$ cat config.mk
export PLATFORM = sky130hd
export DESIGN_NAME = gcode_line_filter_classifier
export DESIGN_NICKNAME = d
export VERILOG_FILES = /design/src/hdl/gclc_pkg.sv /design/src/hdl/gclc_core.sv /design/src/hdl/gcode_line_filter_classifier.sv
export SDC_FILE = /design/constraint.sdc
export NUM_CORES = 1
export LEC_CHECK = 0
export BUFFER_PORTS_ARGS = -buffer_cell sky130_fd_sc_hd__buf_4
export CORE_ASPECT_RATIO = 1.25
export CORE_MARGIN = 8
export CORE_UTILIZATION = 37
export CTS_CLUSTER_DIAMETER = 200
export DETAILED_ROUTE_END_ITERATION = 8
export SETUP_SLACK_MARGIN = 0.5
export SYNTH_ARGS = -nofsm -noshare
export SYNTH_HDL_FRONTEND = slang
export SYNTH_SLANG_ARGS = --single-unit
$ cat constraint.sdc
create_clock -name clk -period 3.3 [get_ports clk]
set_input_delay 0.165 -clock clk [delete_from_list [all_inputs] [get_ports clk]]
set_output_delay 0.165 -clock clk [all_outputs]
set_load 0.05 [all_outputs]
$ cat src/hdl/gclc_pkg.sv
// Package for the G-code line classifier.
// Holds the character codes, phase codes and the result record shared by the RTL files.
// Depends on nothing.
`default_nettype none

package gclc_pkg;

  localparam logic [7:0] CH_NEWLINE = 8'h0A;
  localparam logic [7:0] CH_TAB = 8'h09;
  localparam logic [7:0] CH_CR = 8'h0D;
  localparam logic [7:0] CH_SPACE = 8'h20;
  localparam logic [7:0] CH_SEMI = 8'h3B;
  localparam logic [7:0] CH_PAREN = 8'h28;
  localparam logic [7:0] CH_EQUAL = 8'h3D;
  localparam logic [7:0] CH_UNDER = 8'h5F;
  localparam logic [7:0] CH_DOT = 8'h2E;
  localparam logic [7:0] CH_MINUS = 8'h2D;
  localparam logic [7:0] CH_PLUS = 8'h2B;
  localparam logic [7:0] CH_0 = 8'h30;
  localparam logic [7:0] CH_9 = 8'h39;
  localparam logic [7:0] CH_UA = 8'h41;
  localparam logic [7:0] CH_UZ = 8'h5A;
  localparam logic [7:0] CH_E = 8'h45;
  localparam logic [7:0] CH_F = 8'h46;
  localparam logic [7:0] CH_G = 8'h47;
  localparam logic [7:0] CH_M = 8'h4D;
  localparam logic [7:0] CH_P = 8'h50;
  localparam logic [7:0] CH_R = 8'h52;
  localparam logic [7:0] CH_S = 8'h53;
  localparam logic [7:0] CH_T = 8'h54;
  localparam logic [7:0] CH_X = 8'h58;
  localparam logic [7:0] CH_Y = 8'h59;
  localparam logic [7:0] CH_Z = 8'h5A;
  localparam logic [7:0] CH_LE = 8'h65;

  localparam logic [1:0] MP_LEAD = 2'd0;
  localparam logic [1:0] MP_RUN = 2'd1;
  localparam logic [1:0] MP_DONE = 2'd2;

  localparam logic [2:0] WP_LEAD = 3'd0;
  localparam logic [2:0] WP_DIGITS = 3'd1;
  localparam logic [2:0] WP_SCAN = 3'd2;
  localparam logic [2:0] WP_AFTER = 3'd3;
  localparam logic [2:0] WP_NUMBER = 3'd4;
  localparam logic [2:0] WP_DEAD = 3'd5;

  typedef struct packed {
    logic line_filtered;
    logic macro_command;
    logic word_missing_value;
  } result_t;

endpackage

`default_nettype wire

$ cat src/hdl/gclc_core.sv
// Per-line state and next-state logic of the G-code line classifier.
// Consumes one byte per step and reports a verdict when the line closes.
// Depends on gclc_pkg.
`default_nettype none

module gclc_core (
  input  wire logic               clk,
  input  wire logic               rst,
  input  wire logic               step,
  input  wire logic [7:0]         text_byte,
  input  wire logic               end_of_text,
  output logic                    closes,
  output gclc_pkg::result_t       result
);

  logic [1:0] macro_phase;
  logic [1:0] macro_run_length;
  logic       macro_verdict;
  logic [2:0] word_phase;
  logic       word_missing_flag;
  logic       comment_reached;

  logic [1:0] mp_f;
  logic [1:0] ml_f;
  logic       mv_f;
  logic [2:0] wp_f;
  logic       wf_f;
  logic       cr_f;

  logic       is_nl;
  logic       is_blank;
  logic       is_digit;
  logic       is_upper;
  logic       is_letter;
  logic       is_vstart;
  logic       check;

  logic [1:0] mp_c;
  logic [1:0] ml_c;
  logic       mv_c;
  logic [2:0] wp_c;
  logic       wf_c;
  logic       cr_c;
  logic       macro_res;
  logic       word_res;

  always_comb begin
    is_nl = (text_byte == gclc_pkg::CH_NEWLINE);
    is_blank = (text_byte == gclc_pkg::CH_SPACE) || (text_byte == gclc_pkg::CH_TAB);
    is_digit = (text_byte >= gclc_pkg::CH_0) && (text_byte <= gclc_pkg::CH_9);
    is_upper = (text_byte >= gclc_pkg::CH_UA) && (text_byte <= gclc_pkg::CH_UZ);
    is_letter = (text_byte == gclc_pkg::CH_E) || (text_byte == gclc_pkg::CH_X) ||
                (text_byte == gclc_pkg::CH_Y) || (text_byte == gclc_pkg::CH_Z) ||
                (text_byte == gclc_pkg::CH_F) || (text_byte == gclc_pkg::CH_S) ||
                (text_byte == gclc_pkg::CH_P) || (text_byte == gclc_pkg::CH_R) ||
                (text_byte == gclc_pkg::CH_T);
    is_vstart = is_digit || (text_byte == gclc_pkg::CH_DOT) ||
                (text_byte == gclc_pkg::CH_MINUS) || (text_byte == gclc_pkg::CH_PLUS);
  end

  always_comb begin
    mp_f = macro_phase;
    ml_f = macro_run_length;
    mv_f = macro_verdict;
    if (macro_phase == gclc_pkg::MP_LEAD) begin
      if (!is_blank) begin
        if (is_upper) begin
          mp_f = gclc_pkg::MP_RUN;
          ml_f = 2'd1;
        end else begin
          mp_f = gclc_pkg::MP_DONE;
          mv_f = 1'b0;
        end
      end
    end else if (macro_phase == gclc_pkg::MP_RUN) begin
      if (is_upper || (text_byte == gclc_pkg::CH_UNDER)) begin
        if (macro_run_length < 2'd2) begin
          ml_f = macro_run_length + 2'd1;
        end
      end else begin
        mv_f = (macro_run_length >= 2'd2) &&
               (is_blank || (text_byte == gclc_pkg::CH_CR) ||
                (text_byte == gclc_pkg::CH_EQUAL));
        mp_f = gclc_pkg::MP_DONE;
      end
    end
  end

  always_comb begin
    wp_f = word_phase;
    wf_f = word_missing_flag;
    cr_f = comment_reached;
    check = 1'b0;
    if (!comment_reached) begin
      if ((text_byte == gclc_pkg::CH_SEMI) || (text_byte == gclc_pkg::CH_PAREN)) begin
        if (word_phase == gclc_pkg::WP_AFTER) begin
          wf_f = 1'b1;
        end
        cr_f = 1'b1;
      end else begin
        unique case (word_phase)
          gclc_pkg::WP_LEAD: begin
            if (!is_blank) begin
              wp_f = ((text_byte == gclc_pkg::CH_M) || (text_byte == gclc_pkg::CH_G)) ?
                     gclc_pkg::WP_DIGITS : gclc_pkg::WP_DEAD;
            end
          end
          gclc_pkg::WP_DIGITS: begin
            if (!is_digit) begin
              wp_f = gclc_pkg::WP_SCAN;
              check = 1'b1;
            end
          end
          gclc_pkg::WP_AFTER: begin
            if (is_vstart) begin
              wp_f = gclc_pkg::WP_NUMBER;
            end else begin
              wf_f = 1'b1;
              wp_f = gclc_pkg::WP_SCAN;
              check = 1'b1;
            end
          end
          gclc_pkg::WP_NUMBER: begin
            if (!(is_vstart || (text_byte == gclc_pkg::CH_E) ||
                  (text_byte == gclc_pkg::CH_LE))) begin
              wp_f = gclc_pkg::WP_SCAN;
              check = 1'b1;
            end
          end
          gclc_pkg::WP_SCAN: begin
            check = 1'b1;
          end
          default: begin
            check = 1'b0;
          end
        endcase
        if (check && is_letter) begin
          wp_f = gclc_pkg::WP_AFTER;
        end
      end
    end
  end

  always_comb begin
    mp_c = is_nl ? macro_phase : mp_f;
    ml_c = is_nl ? macro_run_length : ml_f;
    mv_c = is_nl ? macro_verdict : mv_f;
    wp_c = is_nl ? word_phase : wp_f;
    wf_c = is_nl ? word_missing_flag : wf_f;
    cr_c = is_nl ? comment_reached : cr_f;
    if (mp_c == gclc_pkg::MP_RUN) begin
      macro_res = (ml_c >= 2'd2);
    end else if (mp_c == gclc_pkg::MP_DONE) begin
      macro_res = mv_c;
    end else begin
      macro_res = 1'b0;
    end
    word_res = wf_c || (!cr_c && (wp_c == gclc_pkg::WP_AFTER));
    closes = is_nl || end_of_text;
    result.line_filtered = macro_res || word_res;
    result.macro_command = macro_res;
    result.word_missing_value = word_res;
  end

  always_ff @(posedge clk) begin
    if (rst || (step && closes)) begin
      macro_phase <= gclc_pkg::MP_LEAD;
      macro_run_length <= 2'd0;
      macro_verdict <= 1'b0;
      word_phase <= gclc_pkg::WP_LEAD;
      word_missing_flag <= 1'b0;
      comment_reached <= 1'b0;
    end else if (step) begin
      macro_phase <= mp_f;
      macro_run_length <= ml_f;
      macro_verdict <= mv_f;
      word_phase <= wp_f;
      word_missing_flag <= wf_f;
      comment_reached <= cr_f;
    end
  end

endmodule

`default_nettype wire

$ cat src/hdl/gcode_line_filter_classifier.sv
// Top level of the G-code line classifier: input register, line logic, result register.
// Depends on gclc_pkg and gclc_core.
`default_nettype none

// Takes one text byte per cycle and gives one result per line, at the newline
// byte or at the byte marked as the end of the text. A byte is registered on
// transfer and runs through the line logic from that register; a closing byte
// loads its result into the result register when it steps and that register is
// free, and the line result is offered from the result register.
// The rate is one byte per cycle; the input only stalls when a closing byte is
// waiting and the result register holds a result that the receiver stalls.
module gcode_line_filter_classifier (
  input  wire logic       clk,
  input  wire logic       rst,
  input  wire logic       in_valid,
  output logic            in_stall,
  input  wire logic [7:0] text_byte,
  input  wire logic       end_of_text,
  output logic            out_valid,
  input  wire logic       out_stall,
  output logic            line_filtered,
  output logic            macro_command,
  output logic            word_missing_value
);

  logic              held_valid;
  logic [7:0]        held_byte;
  logic              held_end;
  logic              closes;
  logic              step;
  logic              out_free;
  gclc_pkg::result_t result;
  gclc_pkg::result_t result_reg;

  gclc_core u_core (
    .clk(clk),
    .rst(rst),
    .step(step),
    .text_byte(held_byte),
    .end_of_text(held_end),
    .closes(closes),
    .result(result)
  );

  assign out_free = !out_valid || !out_stall;
  assign step = held_valid && (!closes || out_free);
  assign in_stall = held_valid && !step;

  always_ff @(posedge clk) begin
    if (rst) begin
      held_valid <= 1'b0;
    end else if (!in_stall) begin
      held_valid <= in_valid;
    end
  end

  always_ff @(posedge clk) begin
    if (in_valid && !in_stall) begin
      held_byte <= text_byte;
      held_end <= end_of_text;
    end
  end

  always_ff @(posedge clk) begin
    if (rst) begin
      out_valid <= 1'b0;
    end else if (out_free) begin
      out_valid <= step && closes;
    end
  end

  always_ff @(posedge clk) begin
    if (out_free && step && closes) begin
      result_reg <= result;
    end
  end

  assign line_filtered = result_reg.line_filtered;
  assign macro_command = result_reg.macro_command;
  assign word_missing_value = result_reg.word_missing_value;

endmodule

`default_nettype wire

==> results.txt <==
----------------------------------------------------
[Run status]
  Outcome ... finished clean

[Placement]
  Post-placement cell count ... 257
  Placed standard-cell area ... 1814 µm²
  Count of buffers inserted at the top-level ports ... 17
  Post-detail-place hpwl ... 3008 µm
  Global placement routability congestion ... 0.8803

[CTS]
  Post-CTS Setup Repair Bufs ... 0
  Total number of H-tree levels ... 1
  TritonCTS clock tree ... yes
  Total number of clock tree sinks ... 24
  Buffer depth of the longest clock path ... 2
  Post-cts resize count ... 0
  Clock latency reported for the late side of the worst-skew pair ... 0.27 ns
  Total CTS buffers ... 3
  Clock transition time at the flip-flop clock pins of the worst setup and hold paths ... 0.08 ns
  Root buffer cell ... sky130_fd_sc_hd__clkbuf_8
  Number of hold-repair buffers added at the cts stage ... 0

[Yosys]
  Yosys warning total ... 0
  Share of flip-flops with an asynchronous set or reset ... 0
  Library cell occupying the most area in the post-synthesis netlist ... sky130_fd_sc_hd__edfxtp_1
  Average cell area after synthesis ... 8.681 µm²
  Sequential share of the synthesized area ... 0.3585
  Net count after synthesis ... 208
  Flip-flop cell with the highest count after synthesis ... sky130_fd_sc_hd__edfxtp_1
  Number of distinct standard cells referenced by the synthesized netlist ... 55
  Synthesized instance count ... 193
  Number of flops mapped to enable cells by yosys ... 12
  Top cells by area in the synthesized netlist ... sky130_fd_sc_hd__edfxtp_1, sky130_fd_sc_hd__dfxtp_1, sky130_fd_sc_hd__a21oi_1
  Number of storage elements in the synthesis netlist ... 24
  Synth Cell Area ... 1675 µm²
  Top cell type's share of synthesized area ... 0.2151

[Timing]
  Worst slew slack as a fraction of its limit ... 0.5057
  Post-route clock period utilization ... 0.7419
  Setup-failing EPs final ... 0
  Aggregate negative setup slack ... 0 ns
  Min Tclk post-route ... 2.448 ns
  Highest achievable clock rate ... 408.5 MHz
  Max Clock Skew ... 0.003788 ns
  Number of max-slew violations in the final report ... 0
  Unrepaired setup endpoints after global routing ... false
  Hold Violations, Final ... 0
  Worst Max-Slew Pin Slew ... 0.7400 ns

[Flow run]
  Number of max-cap violations ... 0

[Power]
  Relative contribution of the clock network to total power ... 0.327
  Relative contribution of combinational cells to total power ... 0.155
  Total net switching power ... 178.7 µW
  P_leak ... 0.7017 nW
  Largest vdd supply drop ... 0.0002995 V
  Power Density ... 365.1 nW/µm²
  Net switching fraction of the power ... 0.2602
  Share of power burned in registers ... 0.518
  Cell internal power dissipation ... 508.0 µW

[Route]
  Per-cell routed wire length ... 15.49 µm
  DRC viols ... 0
  Total wire length after detailed routing ... 4042 µm
  Initial detailed-routing violation count ... 102
  Detailed-routing iteration count for the pre-antenna-repair pass ... 4
  Via count ... 1536
  Post-detailed-route count of antenna-violating nets ... 0
  Via-to-Cell Ratio ... 5.885

[Die]
  Placeable Area ... 4392 µm²
  # rows ... 27
  Vertical die dimension ... 91.24 µm
  Starting density of the core ... 0.3815
  Width of the chip ... 76.19 µm
  Die Footprint ... 6951 µm²
  Ports placed on the boundary ... 18

[Worst hold path]
  Hold/Removal Path Class ... in -> reg

[Final layout]
  Design area ... 1881 µm²
  Number of cells in the finished layout apart from fillers ... 261
  Highest-count cells in the layout ignoring fill and taps ... sky130_fd_sc_hd__nor2_1, sky130_fd_sc_hd__nand2_1, sky130_fd_sc_hd__buf_4
  Number of nets in the layout ... 219
  Final core occ ... 0.4282
  Most common cell after layout, fill and taps aside ... sky130_fd_sc_hd__nor2_1
  Layout-stage area growth over the synthesis result ... 12.25%
  Fraction of layout instances using a drive strength above 1 ... 0.1773
  Antenna Diode Count ... 0

[Worst setup path]
  Classification of the worst setup path ... reg -> reg
  Crit. End Element ... flop
  Required time worst endpoint ... 3.30 ns
  Sort of element at the start of the critical path ... flop
  Endpoint arrival time on the critical path ... 2.45 ns
  Crit path max fanout ... 15

[Global routing]
  Gr usage total ... 0.1159
  Overflow after GRT ... 0
  Global-route wire length before repair ... 6872 µm
  Number of antenna violations at the first check in global routing ... 0
  Number of global-route vias before repair ... 1555
  Pin count of the biggest net entering global routing ... 17

----------------------------------------------------
==> logic make-up after synthesis <==
family                     after synthesis  share of synthesized area
DFF                                     24                     0.3585
and+or+nand+nor                         81                     0.2703
adders and majority gates                2                    0.01493
muxes                                    3                    0.01792
AOI/OAI and AO/OA                       62                     0.2733
buffers and inverters                   19                    0.05452
xor gates and xnor gates                 2                    0.01046
==> sequential cells by signal, indices dropped and copies added (netlist names) <==
name,cells
u_core.macro_phase,2
u_core.macro_run_length,2
u_core.word_phase,3
out_valid,1
word_missing_value,1
macro_command,1
u_core.macro_verdict,1
held_end,1
u_core.word_missing_flag,1
held_valid,1
u_core.comment_reached,1
held_byte,8
line_filtered,1
==> synthesized netlist by cell type (2+ instances only) <==
library cell / number
sky130_fd_sc_hd__nor3_1: 5
sky130_fd_sc_hd__nand2b_1: 5
sky130_fd_sc_hd__o31ai_1: 2
sky130_fd_sc_hd__xor2_1: 2
sky130_fd_sc_hd__nand4_1: 5
sky130_fd_sc_hd__o21bai_1: 2
sky130_fd_sc_hd__a31oi_1: 7
sky130_fd_sc_hd__o21a_1: 2
sky130_fd_sc_hd__mux2i_1: 3
sky130_fd_sc_hd__clkbuf_1: 3
sky130_fd_sc_hd__or3b_2: 2
sky130_fd_sc_hd__dfxtp_1: 12
sky130_fd_sc_hd__o32a_1: 2
sky130_fd_sc_hd__a21bo_2: 2
sky130_fd_sc_hd__or3_1: 2
sky130_fd_sc_hd__inv_1: 8
sky130_fd_sc_hd__a21oi_1: 14
sky130_fd_sc_hd__nor3b_1: 5
sky130_fd_sc_hd__o21ai_0: 10
sky130_fd_sc_hd__o211a_1: 2
sky130_fd_sc_hd__buf_2: 4
sky130_fd_sc_hd__nor2b_1: 3
sky130_fd_sc_hd__edfxtp_1: 12
sky130_fd_sc_hd__nand3_1: 5
sky130_fd_sc_hd__o21ba_2: 2
sky130_fd_sc_hd__nor4b_1: 2
sky130_fd_sc_hd__ha_1: 2
sky130_fd_sc_hd__nand2_1: 17
sky130_fd_sc_hd__and3b_1: 4
sky130_fd_sc_hd__nor2_1: 18
sky130_fd_sc_hd__buf_4: 4
sky130_fd_sc_hd__or2_1: 2
==> metal layers <==
layer	global-route usage	vias to the layer above	wire length [µm]
li1	-	744	-
met1	0.1337	735	1827
met2	0.1976	45	1951
met3	0.01479	12	127
met4	0.07395	0	135
met5	0	-	0
==> worst max-delay path: stages, from the launching register on <==
cell,delay (ns)
sky130_fd_sc_hd__edfxtp_1,0.68
sky130_fd_sc_hd__and3b_1,0.26
sky130_fd_sc_hd__o21ba_2,0.21
sky130_fd_sc_hd__o31ai_1,0.51
sky130_fd_sc_hd__a21bo_2,0.30
sky130_fd_sc_hd__nand4_1,0.11
sky130_fd_sc_hd__nand4_1,0.10
==> power groups by stage <==
stage / Combinational, mW / Clock (mW) / Sequential (mW)
2_1_floorplan: 0.0855 / 0 / 0.350
3_3_place_gp: 0.105 / 0 / 0.362
3_5_place_dp: 0.105 / 0 / 0.361
4_1_cts: 0.106 / 0.231 / 0.354
5_1_grt: 0.117 / 0.241 / 0.358
6_report: 0.106 / 0.225 / 0.355
==> path summary, 6_finish.rpt <==
check / to / slack (ns) / from / cells past startpoint
worst max-delay path: line_filtered$_DFFE_PP_ / 0.85 / held_byte[2]$_DFFE_PP_ / 6
worst min-delay path: held_byte[5]$_DFFE_PP_ / 0.07 / text_byte[5] / 1
worst max register to register: line_filtered$_DFFE_PP_ / 0.85 / held_byte[2]$_DFFE_PP_ / 6
worst min register to register: u_core.word_missing_flag$_SDFFE_PP0P_ / 0.47 / u_core.word_missing_flag$_SDFFE_PP0P_ / 2
==> area by class of cell <==
| type | count | area (µm²) |
|---|---|---|
| Fill cell | 454 | 2511 |
| Multi-Input combinational cell | 150 | 983.4 |
| Sequential cell | 24 | 600.6 |
| Timing Repair Buffer | 17 | 127.6 |
| Tap cell | 58 | 72.57 |
| Clock buffer | 4 | 66.31 |
| Inverter | 8 | 30.03 |
==> metrics by stage <==
step | total power, mW | hold slack, ns | worst slack, ns
after global placement | 0.4667 | 0.3433 | 0.9246
after global routing | 0.7166 | 0.05787 | 0.7028
after floorplan | 0.4355 | 0.2341 | 0.8346
final | 0.6866 | 0.06807 | 0.8518
after detailed placement | 0.4664 | 0.3445 | 0.9147
after CTS | 0.6905 | 0.06468 | 0.9069
Note: power is estimated with default switching activity, not from simulation.
